==> config.mk <==
export PLATFORM = sky130hd
export DESIGN_NAME = xml_entity_escaper_core
export DESIGN_NICKNAME = d
export VERILOG_FILES = /design/src/rtl/core/xee_pkg.sv /design/src/rtl/core/xee_front.sv /design/src/rtl/core/xee_queue.sv /design/src/rtl/core/xee_back.sv /design/src/rtl/core/xml_entity_escaper_core.sv
export SDC_FILE = /design/constraint.sdc
export NUM_CORES = 1
export LEC_CHECK = 0
export CORE_MARGIN = 2
export CORE_UTILIZATION = 25
export CTS_CLUSTER_DIAMETER = 100
export DETAILED_ROUTE_END_ITERATION = 6
export DONT_BUFFER_PORTS = 1
export HOLD_SLACK_MARGIN = 0.15
export PLACE_DENSITY = 0.34
export SYNTH_ARGS = -nofsm -noshare
export SYNTH_HDL_FRONTEND = slang
export SYNTH_SLANG_ARGS = --single-unit
==> constraint.sdc <==
create_clock -name clk_i -period 4.69 [get_ports clk_i]
set_input_delay 0.469 -clock clk_i [delete_from_list [all_inputs] [get_ports clk_i]]
set_output_delay 0.469 -clock clk_i [all_outputs]
set_load 0.05 [all_outputs]
==> src/rtl/core/xee_pkg.sv <==
// ----------------------------------------------------------------------------
// xee_pkg
// Shared types, character codes and run-building functions for the XML
// entity escaper.
// ----------------------------------------------------------------------------
package xee_pkg;

  localparam int unsigned QDepth = 4;
  localparam int unsigned QIdxW  = $clog2(QDepth);
  localparam int unsigned QCntW  = $clog2(QDepth + 1);
  localparam int unsigned PosW   = 3;   // position within a run, 0..5

  typedef enum logic [2:0] {
    KIND_PASS,
    KIND_HEX,
    KIND_LT,
    KIND_GT,
    KIND_AMP,
    KIND_QUOT,
    KIND_APOS
  } kind_e;

  typedef struct packed {
    kind_e      kind;
    logic [7:0] data;
  } cmd_t;

  typedef struct packed {
    logic full;
    logic empty;
  } q_status_t;

  localparam logic [7:0] CH_PCT  = 8'h25;
  localparam logic [7:0] CH_AMP  = 8'h26;
  localparam logic [7:0] CH_SEMI = 8'h3b;
  localparam logic [7:0] CH_LT   = 8'h3c;
  localparam logic [7:0] CH_GT   = 8'h3e;
  localparam logic [7:0] CH_DQ   = 8'h22;
  localparam logic [7:0] CH_SQ   = 8'h27;
  localparam logic [7:0] CH_ZERO = 8'h30;
  localparam logic [7:0] CH_A    = 8'h61;
  localparam logic [7:0] CH_G    = 8'h67;
  localparam logic [7:0] CH_L    = 8'h6c;
  localparam logic [7:0] CH_M    = 8'h6d;
  localparam logic [7:0] CH_O    = 8'h6f;
  localparam logic [7:0] CH_P    = 8'h70;
  localparam logic [7:0] CH_Q    = 8'h71;
  localparam logic [7:0] CH_S    = 8'h73;
  localparam logic [7:0] CH_T    = 8'h74;
  localparam logic [7:0] CH_U    = 8'h75;

  localparam logic [6:0] CtrlLimit = 7'h20;

  function automatic logic [PosW-1:0] run_len(kind_e kind);
    logic [PosW-1:0] len;
    case (kind)
      KIND_PASS: len = 3'd1;
      KIND_HEX:  len = 3'd3;
      KIND_LT:   len = 3'd4;
      KIND_GT:   len = 3'd4;
      KIND_AMP:  len = 3'd5;
      KIND_QUOT: len = 3'd6;
      KIND_APOS: len = 3'd6;
      default:   len = 3'd1;
    endcase
    return len;
  endfunction

  function automatic logic [7:0] hex_char(logic [3:0] nib);
    logic [7:0] c;
    if (nib < 4'd10) begin
      c = CH_ZERO + {4'd0, nib};
    end else begin
      c = CH_A + {4'd0, nib} - 8'd10;
    end
    return c;
  endfunction

  // Character at position pos of the entity name (between '&' and ';').
  function automatic logic [7:0] name_char(kind_e kind, logic [1:0] pos);
    logic [7:0] c;
    c = CH_T;
    case (kind)
      KIND_LT:   c = (pos == 2'd0) ? CH_L : CH_T;
      KIND_GT:   c = (pos == 2'd0) ? CH_G : CH_T;
      KIND_AMP: begin
        case (pos)
          2'd0:    c = CH_A;
          2'd1:    c = CH_M;
          default: c = CH_P;
        endcase
      end
      KIND_QUOT: begin
        case (pos)
          2'd0:    c = CH_Q;
          2'd1:    c = CH_U;
          2'd2:    c = CH_O;
          default: c = CH_T;
        endcase
      end
      KIND_APOS: begin
        case (pos)
          2'd0:    c = CH_A;
          2'd1:    c = CH_P;
          2'd2:    c = CH_O;
          default: c = CH_S;
        endcase
      end
      default:   c = CH_T;
    endcase
    return c;
  endfunction

  function automatic logic [7:0] run_byte(cmd_t cmd, logic [PosW-1:0] idx);
    logic [7:0]      c;
    logic [PosW-1:0] npos;
    npos = idx - 3'd1;
    case (cmd.kind)
      KIND_PASS: c = cmd.data;
      KIND_HEX: begin
        case (idx)
          3'd0:    c = CH_PCT;
          3'd1:    c = hex_char(cmd.data[7:4]);
          default: c = hex_char(cmd.data[3:0]);
        endcase
      end
      default: begin
        if (idx == 3'd0) begin
          c = CH_AMP;
        end else if (idx == run_len(cmd.kind) - 3'd1) begin
          c = CH_SEMI;
        end else begin
          c = name_char(cmd.kind, npos[1:0]);
        end
      end
    endcase
    return c;
  endfunction

endpackage

==> src/rtl/core/xee_front.sv <==
// ----------------------------------------------------------------------------
// xee_front
// Accepts input bytes and classifies each into a run command for the queue.
// ----------------------------------------------------------------------------
module xee_front (
  input  logic              in_valid_i,
  output logic              in_stall_o,
  input  logic [7:0]        in_byte_i,
  input  xee_pkg::q_status_t q_status_i,
  output logic              push_o,
  output xee_pkg::cmd_t     cmd_o
);
  import xee_pkg::*;

  kind_e kind;

  always_comb begin
    if (in_byte_i inside {CH_LT}) begin
      kind = KIND_LT;
    end else if (in_byte_i inside {CH_GT}) begin
      kind = KIND_GT;
    end else if (in_byte_i inside {CH_AMP}) begin
      kind = KIND_AMP;
    end else if (in_byte_i inside {CH_DQ}) begin
      kind = KIND_QUOT;
    end else if (in_byte_i inside {CH_SQ}) begin
      kind = KIND_APOS;
    end else if ((in_byte_i[6:0] < CtrlLimit) || (in_byte_i == CH_PCT)) begin
      kind = KIND_HEX;   // control bytes and the percent sign itself
    end else begin
      kind = KIND_PASS;
    end
  end

  assign in_stall_o = q_status_i.full;
  assign push_o     = in_valid_i && !q_status_i.full;
  assign cmd_o.kind = kind;
  assign cmd_o.data = in_byte_i;

endmodule

==> src/rtl/core/xee_queue.sv <==
// ----------------------------------------------------------------------------
// xee_queue
// Short command queue between the classifier and the run serializer.
// ----------------------------------------------------------------------------
module xee_queue (
  input  logic               clk_i,
  input  logic               rst_ni,
  input  logic               push_i,
  input  xee_pkg::cmd_t      push_cmd_i,
  input  logic               pop_i,
  output xee_pkg::cmd_t      head_o,
  output xee_pkg::q_status_t status_o
);
  import xee_pkg::*;

  cmd_t             mem_q [QDepth];
  logic [QIdxW-1:0] wr_ptr_q, wr_ptr_d;
  logic [QIdxW-1:0] rd_ptr_q, rd_ptr_d;
  logic [QCntW-1:0] count_q, count_d;
  logic             do_push, do_pop;

  assign status_o.full  = (count_q == QCntW'(QDepth));
  assign status_o.empty = (count_q == '0);
  assign do_push        = push_i && !status_o.full;
  assign do_pop         = pop_i && !status_o.empty;
  assign head_o         = mem_q[rd_ptr_q];

  always_comb begin
    wr_ptr_d = do_push ? wr_ptr_q + 1'b1 : wr_ptr_q;
    rd_ptr_d = do_pop  ? rd_ptr_q + 1'b1 : rd_ptr_q;
    count_d  = count_q;
    if (do_push && !do_pop) begin
      count_d = count_q + 1'b1;
    end else if (do_pop && !do_push) begin
      count_d = count_q - 1'b1;
    end
  end

  always_ff @(posedge clk_i or negedge rst_ni) begin
    if (!rst_ni) begin
      wr_ptr_q <= '0;
      rd_ptr_q <= '0;
      count_q  <= '0;
    end else begin
      wr_ptr_q <= wr_ptr_d;
      rd_ptr_q <= rd_ptr_d;
      count_q  <= count_d;
    end
  end

  always_ff @(posedge clk_i) begin
    if (do_push) begin
      mem_q[wr_ptr_q] <= push_cmd_i;
    end
  end

  a_count_bound: assert property (@(posedge clk_i) disable iff (!rst_ni)
    count_q <= QCntW'(QDepth))
    else $error("queue count beyond depth");

  a_ptr_gap: assert property (@(posedge clk_i) disable iff (!rst_ni)
    (count_q != QCntW'(QDepth)) |-> (wr_ptr_q - rd_ptr_q == count_q[QIdxW-1:0]))
    else $error("queue pointers disagree with count");

endmodule

==> src/rtl/core/xee_back.sv <==
// ----------------------------------------------------------------------------
// xee_back
// Walks the head command byte by byte into a registered output stage.
// ----------------------------------------------------------------------------
module xee_back (
  input  logic               clk_i,
  input  logic               rst_ni,
  input  xee_pkg::cmd_t      head_i,
  input  xee_pkg::q_status_t q_status_i,
  output logic               pop_o,
  output logic               out_valid_o,
  input  logic               out_stall_i,
  output logic [7:0]         out_byte_o,
  output logic               run_last_o
);
  import xee_pkg::*;

  logic [PosW-1:0] idx_q, idx_d;
  logic            out_valid_q, out_valid_d;
  logic [7:0]      out_byte_q;
  logic            run_last_q;
  logic            load;
  logic            is_last;

  // Output slot is free when empty or being taken this cycle.
  assign load    = !q_status_i.empty && (!out_valid_q || !out_stall_i);
  assign is_last = (idx_q == run_len(head_i.kind) - 3'd1);
  assign pop_o   = load && is_last;

  always_comb begin
    idx_d = idx_q;
    if (load) begin
      idx_d = is_last ? '0 : idx_q + 3'd1;
    end
    out_valid_d = out_valid_q;
    if (load) begin
      out_valid_d = 1'b1;
    end else if (!out_stall_i) begin
      out_valid_d = 1'b0;
    end
  end

  always_ff @(posedge clk_i or negedge rst_ni) begin
    if (!rst_ni) begin
      idx_q       <= '0;
      out_valid_q <= 1'b0;
    end else begin
      idx_q       <= idx_d;
      out_valid_q <= out_valid_d;
    end
  end

  always_ff @(posedge clk_i) begin
    if (load) begin
      out_byte_q <= run_byte(head_i, idx_q);
      run_last_q <= is_last;
    end
  end

  assign out_valid_o = out_valid_q;
  assign out_byte_o  = out_byte_q;
  assign run_last_o  = run_last_q;

  a_idx_idle: assert property (@(posedge clk_i) disable iff (!rst_ni)
    q_status_i.empty |-> (idx_q == '0))
    else $error("run position left nonzero with no command");

  a_idx_in_run: assert property (@(posedge clk_i) disable iff (!rst_ni)
    !q_status_i.empty |-> (idx_q < run_len(head_i.kind)))
    else $error("run position past end of run");

  a_pop_marks_last: assert property (@(posedge clk_i) disable iff (!rst_ni)
    pop_o |=> (out_valid_q && run_last_q))
    else $error("command retired without a final byte");

endmodule

==> src/rtl/core/xml_entity_escaper_core.sv <==
// ----------------------------------------------------------------------------
// xml_entity_escaper_core
// Escapes a byte stream for XML: markup characters become named entities,
// control bytes and '%' become %hh, all others pass through.
// ----------------------------------------------------------------------------
//  channel | valid       | stall       | payload
//  --------+-------------+-------------+-------------------------
//  in      | in_valid_i  | in_stall_o  | in_byte_i
//  out     | out_valid_o | out_stall_i | out_byte_o, run_last_o
//
//  An item produces a run of 1 to 6 output bytes, one byte per cycle while
//  out_stall_i is low; the serializer takes the next queued item only after
//  the last byte of a run, and pass-through bytes sustain one item per cycle
//  while out_stall_i is low. An accepted byte passes the command queue and
//  then the output register before its first output byte is valid.
//  A 4-entry command queue lets input keep flowing while a run drains or the
//  output stalls; in_stall_o rises only when that queue is full.
//  Reset empties queue and output register, zeroes run index; no other state.
module xml_entity_escaper_core (
  input  logic       clk_i,
  input  logic       rst_ni,
  input  logic       in_valid_i,
  output logic       in_stall_o,
  input  logic [7:0] in_byte_i,
  output logic       out_valid_o,
  input  logic       out_stall_i,
  output logic [7:0] out_byte_o,
  output logic       run_last_o
);
  import xee_pkg::*;

  q_status_t q_status;
  cmd_t      push_cmd;
  cmd_t      head;
  logic      push;
  logic      pop;

  xee_front u_front (
    .in_valid_i (in_valid_i),
    .in_stall_o (in_stall_o),
    .in_byte_i  (in_byte_i),
    .q_status_i (q_status),
    .push_o     (push),
    .cmd_o      (push_cmd)
  );

  xee_queue u_queue (
    .clk_i      (clk_i),
    .rst_ni     (rst_ni),
    .push_i     (push),
    .push_cmd_i (push_cmd),
    .pop_i      (pop),
    .head_o     (head),
    .status_o   (q_status)
  );

  xee_back u_back (
    .clk_i       (clk_i),
    .rst_ni      (rst_ni),
    .head_i      (head),
    .q_status_i  (q_status),
    .pop_o       (pop),
    .out_valid_o (out_valid_o),
    .out_stall_i (out_stall_i),
    .out_byte_o  (out_byte_o),
    .run_last_o  (run_last_o)
  );

endmodule
# == Word-level counts from Yosys, hierarchy flattened ==
# Memory sizes are Yosys's and may differ from the RTL's.
# Cells that the tools add are included.
# totals
regBits,20
latchBits,0
ram_bits,44
romBits,0
n_memories,1
# op_classes
n_addsub,14
multipliers,0
div_mod_pow,0
magnitude_cmp,3
eq_ne,19
shifts,0
n_mux,30
n_bitwise,0
reduce_logical,23
# memory_table
name,words,width,rd,rd_clocked_by_memory_dff,write_ports,line_no,rtl
u_queue.mem_q,4,11,1,0,1,xee_queue.sv:16,cmd_t mem_q [QDepth];
# op_table
op,count
$eq 8x6->1 const B,6
$pmux 8 s5,1
$mux 3,11
$mux 8,4
$pmux 8 s2,2
$pmux 5 s3,2
$add 7x4->8 const A,2
$sub 8x4->8 const B,2
$add 6x4->7 const A,2
$eq 3x3->1 const B,4
$pmux 3 s4,1
$mux 5,2
$pmux 5 s2,1
$logic_not 3->1,3
$pmux 3 s3,1
$sub 3x1->3 const B,3
$lt 4x4->1 const B,2
$logic_and 1x1->1,7
$lt 7x6->1 const B,1
$add 3x1->3 const B,2
$eq 3x1->1 const B,2
$eq 3x2->1 const B,2
$eq 3x3->1,2
$logic_not 1->1,6
10 further kinds,18

# == Longest topological paths before layout ==
# Gate-level depths: netlist of run 1.
# An unclocked memory read counts as a cell.
# logic_depth
word_depth,12
ltp_mapped,19

# == Hierarchy ==
# A second synthesis of run 1 with hierarchy kept.
# hier_totals
hier_cells,278
area_unflattened_um2,3618.5
# modules_own_cells
module,instances,cells_per_inst,area_each_um2,seq_area_each_um2
xee_queue,1,93,2040.7,1496.4
xee_back,1,161,1393.8,370.4
xee_front,1,24,183.9,0.0

# == Least setup slack after synthesis of run 1 ==
# OpenSTA, ideal clock, no wires.
# synth_timing
path_type,flip-flop to flip-flop
start,register u_queue.rd_ptr_q[0]
end,register u_queue.count_q[2]
setup_ns,0.079
arrival_time_ns,3.799
required_time_ns,4.611
setup_slack_ns,0.812
stages_incl_launch_ff,20
path_cell_list,dfrtp_1 -> buf_6 -> buf_12 -> mux4_2 -> buf_2 -> buf_1 -> nand3_1 -> nor2b_1 -> ha_1 -> xor2_1 -> and3_1 -> o21ai_0 -> a31oi_2 -> nand2_1 -> ha_1 -> inv_1 -> fa_1 -> xor2_1 -> nor2_1 -> xor2_1
# synth_between
elab_chain_cells,11
word_cells_on_any_way,19
cone_classes,add/sub: 1; eq/ne: 7; mux: 2; reduce/logical: 8; memory: 1
# synth_rtl
element,line_no,rtl
"start, declared",xee_queue.sv:18,"logic [QIdxW-1:0] rd_ptr_q, rd_ptr_d;"
"start signal, assigned",xee_queue.sv:46,rd_ptr_q <= rd_ptr_d;
$mem_v2 4x11 (*),-,
$eq 3x3->1 / $eq 3x2->1 (equally long branches),xee_pkg.sv:56,case (kind)
$reduce_or 2->1 (no source line),-,
$pmux 3 s4 (*),xee_pkg.sv:56,
$sub 3x1->3 (*),xee_back.sv:27,assign is_last = (idx_q == run_len(head_i.kind) - 3'd1);
$eq 3x3->1 (*),xee_back.sv:27,
net u_back.is_last,xee_back.sv:23,logic is_last;
$logic_and 1x1->1 (*),xee_back.sv:28,assign pop_o = load && is_last;
$logic_and 1x1->1 (*),xee_queue.sv:25,assign do_pop = pop_i && !status_o.empty;
$logic_not 1->1,xee_queue.sv:32,if (do_push && !do_pop) begin
$logic_and 1x1->1,xee_queue.sv:32,
$mux 3 / $reduce_bool 2->1 (equally long branches),-,
"end signal, assigned",xee_queue.sv:47,count_q <= count_d;
"end, declared",xee_queue.sv:19,"logic [QCntW-1:0] count_q, count_d;"
# Mark *: on every way through the listed nets, which the timed path passes. The rest lies on a longest branch.
# A chain may end at the register's enable or synchronous reset.

# == Worst setup path after layout of run 1 ==
# layout_timing
start,register u_queue.rd_ptr_q[1]
end,register u_queue.count_q[2]
# Same word-level chain as after synthesis.

==> results.yml, run 1 <==
run_status:
  status: "finished clean"
logic_synthesis:
  syn_area_sq_um: 3500
  synth_nets: 311
  synth_edf_count: 53
  yosys.area.top_type: "edfxtp_1"
  syn_area_per_cell_sq_um: 12.4
  async_flop_share: 0.172
  ys_types: 58
  ys.flop_type: "edfxtp_1"
  yosys-top-cells-area: "edfxtp_1 (46%), dfrtp_1 (7.9%), ha_1 (5.4%), mux4_2 (3.9%), mux4_1 (3.8%)"
  synth_top_family_by_area: "compound AO/OA/AOI/OAI gates"
  synth_top_area_frac: 0.455
  syn_inst: 283
  ys_seq_elements: 64
  synth-xor-area-share: 0.0351
  yosys_warnings: 0
  yosys.area_share.simple: 0.114
  synth_compound_area_frac: 0.124
  synth-adder-area-share: 0.0594
  yosysSeqAreaShare: 0.534
  muxShareOfSynthArea: 0.0941
routing:
  ant_nets: 0
  drt-initial-drc-count: 209
  drt-total-wl_um: 7760
  viasPerCell: 4.70
  dr_total_vias: 2215
  drc: 0
  wl_per_cell_um: 16.5
  first_pass_iters: 4
flow_run:
  maxCapViolations: 0
finish:
  diodes: 0
  multiInputGateArea_sq_um: 1500
  seq_area_sq_um: 1870
  final_common_cell: "edfxtp_1"
  nets: 314
  final_area_sq_um: 3980
  final_util: 0.289
  layout_common_cells: "edfxtp_1 (53), nand2_1 (19), nor2_1 (17)"
  drive_gt1_frac: 0.127
  fillers: 1436
  area_growth_pct: 13.9
sta:
  setup_viol: 0
  relSlewSlack: 0.420
  fin_crit_sh: 0.829
  fmax_mhz: 257
  tightest_slew_ns: 0.866
  period_needed_ns: 3.89
  slew_violations: 0
  finalHoldViolCount: 0
  hold_ws_ns: 0.235
  skew_ns: 0.00986
  setup_tns_ns: 0
  rsz0062_at_grt: "false"
grt:
  grt.total_usage: 0.116
  grt_antenna_before_repair: 0
  grt.busiest_layer: "met2"
  grt_max_degree: 25
  overflow: 0
  grt_pass1_vias: 2357
  grt_use_met3: 0.0265
  grt_pass1_wl_um: 12600
  met1_usage: 0.142
  use_met2: 0.187
place:
  gp_congestion: 0.727
  dp_hpwl_um: 5460
  post_dp_cell_area_sq_um: 3680
  io_buffers: 0
worst_setup_path:
  rr_worst_depth: 16
  r2r_slack_ns: 0.80
  crit_path_end: "u_queue.count_q[2]"
  startpoint: "u_queue.rd_ptr_q[1]"
  cp_top_family: "adder cells"
  rr_endpoint: "u_queue.count_q[2]"
  cp_slowest_cell: "dfrtp_1"
  critPathMaxFanout: 14
  cp-start-kind: "register"
  worst-path-buf-inv: 1
  required_ns: 4.95
  arrival_ns: 4.14
  critPathKind: "reg -> reg"
  critPathMaxStageDelay_ns: 0.74
  rr_startpoint: "u_queue.rd_ptr_q[1]"
  path_cells: "mux2i_1, mux2_2, nand3_1, nor2b_1, ha_1, xnor2_1, nor3_1, o21ai_0, a31oi_2, nand2_1, ha_1, inv_1, fa_1, xor2_1, nor2_1, xor2_1"
  cp.depth: 16
  end_kind: "register"
clocking:
  cts_resized: 0
  cts.reportedPaths.clkPinSlew_ns: 0.06
  root_buffer: "clkbuf_16"
  post_cts_buffers: 0
  h-tree-depth: 3
  hold_buffers: 1
  cts_buffer_depth: 2
  cts_tree: "done"
  clkSinkCount: 64
  cts_made_buffers: 9
  worstSkewPairLatency_ns: 0.33
power_and_ir_drop:
  p_leak_uw: 0.00142
  vdd_drop_max_mv: 0.173
  p_per_area_nw_per_um2: 770
min_path:
  whs_path_depth: 0
  hp-class: "in -> reg"
floorplanning:
  fp.dieH_um: 122
  die_x_um: 122
  start_util: 0.254
  ios: 23
  rows: 43
  core_area_sq_um: 13800
  fp.dieArea_sq_um: 14900
-- registers in the layout (all words and copies together) (netlist names) --
| signal | cells |
|---|---|
| u_queue.mem_q | 44 |
| u_back.out_byte_o | 8 |
| u_back.idx_q | 3 |
| u_queue.count_q | 3 |
| u_queue.rd_ptr_q | 2 |
| u_queue.wr_ptr_q | 2 |
| u_back.out_valid_o | 1 |
| u_back.run_last_o | 1 |
-- layout make-up --
type | count | area share
sequential | 64 | 0.469
multi-input combinational | 190 | 0.375
clock buffer | 9 | 0.0566
tap | 180 | 0.0566
clock inverter | 7 | 0.0157
timing repair buffer | 7 | 0.0138
inverter | 14 | 0.0132
-- metrics by stage --
step,setup WS (ns),power (uW),std cells
final,0.803,3070,471
after global routing,0.390,3310,471
after CTS,0.732,3120,471
after detailed placement,0.740,2450,454
after global placement,0.850,2480,454
after floorplan,0.812,2130,283
-- power breakdown --
group          internal, uW  switching, uW  total [uW]
clock                   405            241         646
combinational           545            780        1330
sequential              820            275        1100
-- synth_stat cells, types with 2 or more instances --
library cell	instances
nand3_1	6
o21ai_0	16
and2_1	4
edfxtp_1	53
inv_1	14
and3_1	5
a21oi_1	13
dfrtp_1	11
buf_2	5
o22ai_1	4
mux2_2	2
o31ai_1	2
mux4_1	5
o211ai_1	3
o31a_1	2
a211oi_1	8
nor3b_1	2
nand2_1	19
nor3_1	10
o32ai_1	2
xnor2_1	9
buf_1	2
nor2_1	17
mux4_2	6
clkbuf_1	6
ha_1	15
xor2_1	5
nor2b_1	4
mux2i_1	4
-- kinds of logic after synthesis --
family | count (synthesis)
buffers and inverters | 29
AND/OR/NAND/NOR | 78
AO/OA/AOI/OAI | 65
flip-flops | 64
XOR/XNOR | 14
multiplexers | 17
adder cells (fa/ha/maj) | 16
-- worst min-delay path by stage --
stage	startpoint	end	slack, ns
after floorplan	rst_ni	u_back.idx_q[0]	0.17
after global placement	rst_ni	u_back.idx_q[0]	0.17
after detailed placement	rst_ni	u_back.idx_q[2]	0.17
after CTS	in_byte_i[3]	u_queue.mem_q[2][3]	0.21
after global routing	in_byte_i[7]	u_queue.mem_q[1][7]	0.21
final	in_byte_i[5]	u_queue.mem_q[2][5]	0.24
-- layer usage --
layer / wire, um / vias to the layer above
met5: 0 / -
met2: 3770 / 35
met4: 153 / 0
li1: - / 1085
met1: 3650 / 1087
met3: 186 / 8
Note: power is estimated with default switching activity, not from simulation.
==> inputs of run 2 (changes only) <==
- PLACE_DENSITY: 0.34 -> 0.36
- clock period: 4.69 -> 3.4 ns (I/O delays scaled with it)
==> run 2 against run 1 <==
Against the previous run:
- via count rose by 6.5%
- largest cell class unchanged
- die area did not move
- combinational power rose by 57%
- highest routed layer unchanged
- global-route usage barely moved
- register-to-register slack got worse by 0.70 ns
==> results.yml, run 2 (synthesized netlist as in run 1, its figures left out) <==
clocking:
  cts.reportedPaths.clkPinSlew_ns: 0.06
  h-tree-depth: 3
  cts_tree: "done"
  cts_made_buffers: 9
  root_buffer: "clkbuf_16"
  clkSinkCount: 64
  cts_buffer_depth: 2
  worstSkewPairLatency_ns: 0.33
sta:
  skew_ns: 0.00811
  setup_viol: 0
  fmax_mhz: 303
  tightest_slew_ns: 0.661
  relSlewSlack: 0.560
  period_needed_ns: 3.30
  rsz0062_at_grt: "true"
  slew_violations: 0
  fin_crit_sh: 0.969
  finalHoldViolCount: 0
routing:
  ant_nets: 0
  viasPerCell: 4.78
  drc: 0
  dr_total_vias: 2358
  drt-total-wl_um: 8130
  first_pass_iters: 4
  drt-initial-drc-count: 201
  wl_per_cell_um: 16.5
floorplanning:
  ios: 23
  die_x_um: 122
  start_util: 0.254
  rows: 43
  fp.dieH_um: 122
  core_area_sq_um: 13800
  fp.dieArea_sq_um: 14900
worst_setup_path:
  path_cells: "mux4_2, nand3_2, nor2b_4, ha_4, xor2_2, and3_4, o21ai_2, a31oi_2, nand2_1, ha_2, inv_2, fa_2, mux2_2"
  cp_top_family: "multiplexers"
  required_ns: 3.61
  startpoint: "u_queue.rd_ptr_q[0]"
  arrival_ns: 3.51
  critPathMaxStageDelay_ns: 0.62
  critPathMaxFanout: 5
  end_kind: "register"
  cp_slowest_cell: "mux4_2"
  critPathKind: "reg -> reg"
  rr_startpoint: "u_queue.rd_ptr_q[0]"
  worst-path-buf-inv: 1
  cp-start-kind: "register"
finish:
  multiInputGateArea_sq_um: 1560
  diodes: 0
  layout_common_cells: "edfxtp_1 (53), buf_4 (19), nand2_1 (18)"
  final_util: 0.310
  fin_cells: 493
  largest-register: "u_queue.mem_q"
  nets: 337
  final_common_cell: "edfxtp_1"
  area_growth_pct: 22.3
  fillers: 1419
  drive_gt1_frac: 0.214
  seq_area_sq_um: 1870
  largest_register_ffs: 44
run_status:
  status: "finished clean"
power_and_ir_drop:
  p_per_area_nw_per_um2: 1070
  p_leak_uw: 0.00155
  vdd_drop_max_mv: 0.331
place:
  gp_congestion: 0.758
  dp_cells: 466
  io_buffers: 0
  dp_hpwl_um: 5540
grt:
  grt_antenna_before_repair: 0
  overflow: 0
  grt_pass1_wl_um: 12700
  grt_max_degree: 25
  grt_pass1_vias: 2334
  grt.total_usage: 0.116
flow_run:
  maxCapViolations: 0
min_path:
  hold_start: "in_byte_i[6]"
  hp-class: "in -> reg"
-- run 2: cell types whose count changed in the layout (fill, tap and decap cells not counted), moves of 2 or more --
cell,previous run,this run
xnor2_1,9,7
dlygate4sd3_1,1,10
xnor2_2,0,2
buf_4,6,19
dfrtp_1,11,9
dfrtp_2,0,2
ha_1,15,13
-- run 2: layer usage --
layer | routed length, um | track usage
met4 | 167 | 0.0589
met2 | 3800 | 0.183
met5 | 0 | 0
met1 | 3870 | 0.148
met3 | 295 | 0.0307
-- run 2: per-stage QoR --
stage	hold slack, ns	setup slack (ns)	setup TNS (ns)	area [sq um]	total power [uW]
2_1_floorplan	0.0444	-0.237	-0.449	3520	2960
3_3_place_gp	0.0447	0.0988	0	3790	3530
3_5_place_dp	0.0449	0.0527	0	3790	3520
4_1_cts	0.278	0.00670	0	4200	4530
5_1_grt	0.302	-0.0948	-0.169	4270	4920
6_report	0.293	0.104	0	4270	4570
-- run 2: path summary, 6_finish.rpt --
kind	end	slack (ns)	cells after the start
setup / recovery	u_queue.count_q[1]	0.10	13
hold / removal	u_queue.mem_q[1][8]	0.29	1
setup reg to reg	u_queue.count_q[1]	0.10	13
hold reg to reg	u_queue.count_q[2]	0.48	1
max in group asynchronous	u_queue.rd_ptr_q[0]	2.59	1
min in group asynchronous	u_queue.rd_ptr_q[1]	0.43	1
-- run 2: area by class of cell --
| class | instances | share of cell area |
|---|---|---|
| Timing Repair Buffer | 30 | 0.0594 |
| Multi-Input combinational cell | 190 | 0.366 |
| Clock inverter | 6 | 0.0199 |
| Tap cell | 180 | 0.0527 |
| Sequential cell | 64 | 0.437 |
| Inverter | 14 | 0.0123 |
| Clock buffer | 9 | 0.0527 |
-- run 2: where the power goes --
group,internal (uW),leakage [uW],switching (uW)
clock,634,0.000149,343
sequential,1130,0.000631,366
combinational,914,0.000767,1170
-- run 2: repair_timing --
| item | CTS | global route |
|---|---|---|
| hold buffers | 10 | 0 |
| buffers inserted | 0 | 2 |
| hold endpoints to repair | 44 | 0 |
| resized for setup | 0 | 15 |
| endpoints found under the setup margin | 0 | 2 |
